===== config.mk =====
export PLATFORM = sky130hd
export DESIGN_NAME = rfsp_front
export DESIGN_NICKNAME = d
export VERILOG_FILES = /design/src/sv/rfsp_pkg.sv /design/src/sv/rfsp_front.sv
export SDC_FILE = /design/constraint.sdc
export NUM_CORES = 1
export LEC_CHECK = 0
export BUFFER_PORTS_ARGS = -buffer_cell sky130_fd_sc_hd__buf_2
export CORE_MARGIN = 5
export CORE_UTILIZATION = 52
export DETAILED_ROUTE_END_ITERATION = 6
export PLACE_DENSITY = 0.8
export SYNTH_ARGS = -nofsm -noshare
export SYNTH_HDL_FRONTEND = slang
export SYNTH_SLANG_ARGS = --single-unit

===== constraint.sdc =====
create_clock -name clk -period 5.1 [get_ports clk]
set_clock_uncertainty 0.15 [all_clocks]
set_input_delay 0.255 -clock clk [delete_from_list [all_inputs] [get_ports clk]]
set_output_delay 0.255 -clock clk [all_outputs]
set_load 0.1 [all_outputs]

===== src/sv/rfsp_pkg.sv =====
`default_nettype none
// ---------------------------------------------------------------------------
// rfsp_pkg
// Shared types and constants for the RGB frame store with subpixel plotting.
// ---------------------------------------------------------------------------
package rfsp_pkg;

    localparam logic [2:0] OP_WRITE = 3'd0;
    localparam logic [2:0] OP_READ  = 3'd1;
    localparam logic [2:0] OP_SPLAT = 3'd2;
    localparam logic [2:0] OP_CLEAR = 3'd3;
    localparam logic [2:0] OP_SHIFT = 3'd4;

    localparam logic [1:0] DIR_LEFT  = 2'd0;
    localparam logic [1:0] DIR_RIGHT = 2'd1;
    localparam logic [1:0] DIR_DOWN  = 2'd2;
    localparam logic [1:0] DIR_UP    = 2'd3;

    typedef enum logic [2:0] {
        KIND_ERR   = 3'd0,
        KIND_WRITE = 3'd1,
        KIND_READ  = 3'd2,
        KIND_SPLAT = 3'd3,
        KIND_CLEAR = 3'd4,
        KIND_SHIFT = 3'd5,
        KIND_NOP   = 3'd6
    } kind_t;

    typedef struct packed {
        kind_t      kind;
        logic [5:0] pos_x;
        logic [5:0] pos_y;
        logic [7:0] frac_x;
        logic [7:0] frac_y;
        logic [7:0] red;
        logic [7:0] green;
        logic [7:0] blue;
        logic [5:0] amount;
        logic [1:0] dir;
    } cmd_t;

endpackage
`default_nettype wire


===== src/sv/rfsp_front.sv =====
`default_nettype none
// ---------------------------------------------------------------------------
// rfsp_front
// Accepts commands, checks them against the window and queues them (2 deep).
// ---------------------------------------------------------------------------
module rfsp_front
(
    input  wire logic         clk,
    input  wire logic         rst_n,
    input  wire logic         push,
    output logic              full,
    input  wire logic [2:0]   op,
    input  wire logic [5:0]   pos_x,
    input  wire logic [5:0]   pos_y,
    input  wire logic [7:0]   frac_x,
    input  wire logic [7:0]   frac_y,
    input  wire logic [7:0]   red_in,
    input  wire logic [7:0]   green_in,
    input  wire logic [7:0]   blue_in,
    input  wire logic [5:0]   shift_amount,
    input  wire logic [1:0]   shift_dir,
    input  wire logic [10:0]  eff_w,
    input  wire logic [10:0]  eff_h,
    output logic              cmd_valid,
    output rfsp_pkg::cmd_t    cmd,
    input  wire logic         cmd_take
);
    import rfsp_pkg::*;

    cmd_t       q_reg [2];
    logic       rd_ptr_reg, wr_ptr_reg;
    logic [1:0] cnt_reg;
    kind_t      kind;
    logic       inwin;
    logic       do_push;
    logic [10:0] amt;

    assign full    = (cnt_reg == 2'd2);
    assign do_push = push && !full;
    assign inwin   = ({5'd0, pos_x} < eff_w) && ({5'd0, pos_y} < eff_h);
    assign amt     = {5'd0, shift_amount};

    always_comb
    begin
        kind = KIND_ERR;
        unique case (op)
            OP_WRITE: kind = inwin ? KIND_WRITE : KIND_ERR;
            OP_READ:  kind = inwin ? KIND_READ : KIND_ERR;
            OP_SPLAT: kind = KIND_SPLAT;
            OP_CLEAR: kind = KIND_CLEAR;
            OP_SHIFT:
            begin
                if (shift_amount == 6'd0)
                    kind = KIND_ERR;
                else if (shift_dir == DIR_LEFT || shift_dir == DIR_RIGHT)
                    kind = (amt < eff_w) ? KIND_SHIFT : KIND_NOP;
                else
                    kind = (amt < eff_h) ? KIND_SHIFT : KIND_NOP;
            end
            default:  kind = KIND_ERR;
        endcase
    end

    always_ff @(posedge clk)
    begin
        if (do_push)
            q_reg[wr_ptr_reg] <= '{kind, pos_x, pos_y, frac_x, frac_y, red_in, green_in,
                                   blue_in, shift_amount, shift_dir};
    end

    always_ff @(posedge clk or negedge rst_n)
    begin
        if (!rst_n)
        begin
            rd_ptr_reg <= 1'b0;
            wr_ptr_reg <= 1'b0;
            cnt_reg    <= 2'd0;
        end
        else
        begin
            if (do_push)
                wr_ptr_reg <= !wr_ptr_reg;
            if (cmd_take)
                rd_ptr_reg <= !rd_ptr_reg;
            cnt_reg <= cnt_reg + {1'b0, do_push} - {1'b0, cmd_take};
        end
    end

    assign cmd_valid = (cnt_reg != 2'd0);
    assign cmd       = q_reg[rd_ptr_reg];

    a_take_valid: assert property (@(posedge clk) disable iff (!rst_n)
        cmd_take |-> cmd_valid) else $error("take from empty queue");
    a_cnt_range: assert property (@(posedge clk) disable iff (!rst_n)
        cnt_reg != 2'd3) else $error("queue count overflow");
    a_full_hold: assert property (@(posedge clk) disable iff (!rst_n)
        (full && !cmd_take) |=> full) else $error("full dropped without take");

endmodule
`default_nettype wire


==> key figures <==
Synth
  – Mux cell area share after synthesis: 13.4%
  – Sequential share of the synthesized area: 73.2%
  – Synth Instances: 293
  – Largest family of logic cells by synthesized area: multiplexers
  – Synthesized cell area: 5310 um2
  – Dominant cells by area after synthesis: edfxtp_1, mux2_2, ha_1
  – Flops & latches, synth: 130
  – Warnings from Yosys: 0
  – Synth Flop Type: edfxtp_1
  – Post-Synth Adder-Cell Area: 5.19%
  – Synth unique cells: 32
  – Dominant cell type by area after synthesis: edfxtp_1
  – Post-synth EDFFs: 126
  – Complex-gate fraction of the synthesized area: 3.07%
  – Share of the synthesized area in the top cell type: 71.3%
  – Syn Area/Cell: 18.1 um2
  – Post-Synth Simple-Gate Area: 3.04%
  – Xor/xnor share of the synthesized area: 0.660%
  – Post-Syn Nets: 404
  – Ys async rst share: 3.08%

Layout
  – Layout Area Growth over Synthesis: 41.6%
  – Final instance area: 7510 um2
  – Share of layout cells above drive strength 1: 47.1%
  – Nets: 639
  – Largest register FFs: 126
  – Commonest non-fill, non-tap cell in the layout: buf_2
  – Diodes inserted: 0
  – Fill cells: 588
  – Commonest non-fill, non-tap cells in the layout: buf_2, edfxtp_1, dlygate4sd3_1, mux2_2, ha_1

Clocking
  – CTS root buf: clkbuf_8
  – Cts repair resizes: 0
  – Clk_lat worst skew: 0.50 ns
  – Clock sink total: 130
  – CTS tree: yes
  – Clock H-tree levels: 4
  – Reg clk slew, reported paths: 0.06 ns
  – Clock buffer depth: 2
  – TritonCTS buffer count: 17

STA
  – Fmax: 0.342 GHz
  – RSZ-0062 raised after global routing: false
  – Final TNS setup: 0 ns
  – Slew Limit Fails: 0
  – Final hold viol count: 0
  – Slew @ Worst Pin: 0.815 ns
  – Relative slew slack: 45.7%
  – Setup Viol. Count Final: 0
  – Final Cycle Share: 57.3%
  – Minimum clock period: 2.92 ns

Setup path
  – Worst path required time: 4.70 ns
  – WP buf/inv: 2
  – CP cell instances: buf_4, mux2_2, buf_2
  – Max FO, Critical Path: 38
  – Top delay family on crit path: buffers and inverters
  – CP max stage delay: 0.75 ns
  – Crit-path slowest cell: dfrtp_2
  – Critical path data arrival time: 2.52 ns
  – Crit path launch type: flop
  – Setup CP Type: reg2out
  – Worst setup EP type: output pin

GRT
  – Vias in the first global route: 3625
  – GRT overflow: 0
  – Number of antenna violations at the first check in global routing: 0
  – Largest net degree at the start of global routing: 64
  – Global-route wire length before repair: 18000 um
  – All-layer global routing usage: 18.7%

Status
  – Status: finished, final reports clean

Route
  – Post-DRT Antenna Nets: 0
  – Final wirelength: 11100 um
  – Starting DRT DRC Count: 138
  – DRC: 0
  – Via density: 5.06
  – Routed wire per std cell: 16.5 um
  – DR vias: 3411
  – DR pass1 iterations: 4

Floorplan
  – DIE WIDTH: 111 um
  – Die outline area: 12300 um2
  – I/O pin count: 154
  – Initial Util: 53.8%
  – Die Y: 111 um
  – # rows: 36
  – Area of the core: 9860 um2

Placement
  – IO buf count: 153
  – RePlAce Congestion: 0.862
  – DP HPWL: 7390 um
  – DP Area: 6240 um2

Hold path
  – Hold Crit Class: in2reg

Run
  – # Max-Cap Violations: 0
[Yosys cell counts, types with 2 or more instances]
master,n
ha_1,22
nor2_1,5
a21oi_1,9
buf_2,6
nor2b_1,2
a21o_1,5
xnor2_1,3
nand2_1,5
nand2b_1,4
mux2_2,63
inv_1,12
dfrtp_1,4
o21ai_0,4
edfxtp_1,126
nand3_1,6
[worst reg2reg max path: stages, from the launching register on]
cell and delay [ns]:
dfrtp_1 0.41, nand2b_1 0.12, nand2_1 0.14, nor2_4 0.61
buf_4 0.54
[layer usage]
layer  track usage (%)  vias up  share of wire [%]
li1                  -     1616                  -
met2              31.4      145                 50
met5                 0        -                  0
met4              6.16        0               0.65
met1              22.7     1643                 42
met3              6.33        7                7.4
[repair_timing]
action	in CTS	in global routing
hold buffers	67	0
endpoints found under the hold margin	132	0
setup buffers	0	0
[worst paths after layout]
kind,cells after the start,startpoint,endpoint,slack (ns)
min in group asynchronous,3,rst_n,rd_ptr_reg,0.50
max reg2reg,4,cnt_reg[1],q_reg[0][27],2.75
min,3,op[0],q_reg[1][62],0.07
max in group asynchronous,3,rst_n,rd_ptr_reg,4.12
min reg2reg,1,cnt_reg[1],cnt_reg[1],0.38
max,3,rd_ptr_reg,cmd[0],2.18
[final cells by class]
| class | instances | area [um2] | share of cell area, % |
|---|---|---|---|
| clock inverter | 14 | 188 | 2.50 |
| clock buffer | 18 | 418 | 5.56 |
| inverter | 12 | 45.0 | 0.600 |
| timing repair buffer | 223 | 1460 | 19.4 |
| sequential | 130 | 3880 | 51.7 |
| tap | 133 | 166 | 2.21 |
| multi-input combinational | 144 | 1350 | 18.0 |
[cells by family (layout without fill, tap and decap cells)]
kind of cell             count (synthesis)  after routing
AND/OR/NAND/NOR                         30             30
buffers and inverters                   19            267
flip-flops                             130            130
adder cells (fa/ha/maj)                 22             22
XOR/XNOR                                 4              4
multiplexers                            63             63
AO/OA/AOI/OAI                           25             25
[per-stage QoR]
step | worst slack [ns] | hold slack [ns] | instances | util, %
2_1_floorplan | 1.24 | -0.191 | 293 | -
3_3_place_gp | 2.71 | -0.0868 | 575 | 63.2
3_5_place_dp | 2.67 | -0.0841 | 575 | 63.2
4_1_cts | 2.12 | 0.0390 | 674 | 76.2
5_1_grt | 2.03 | 0.0583 | 674 | 76.2
6_report | 2.18 | 0.0728 | 674 | 76.2
Power is left out: the tool's default activity adds up to more than one toggle a clock period on the data nets, which glitch-free logic cannot reach.
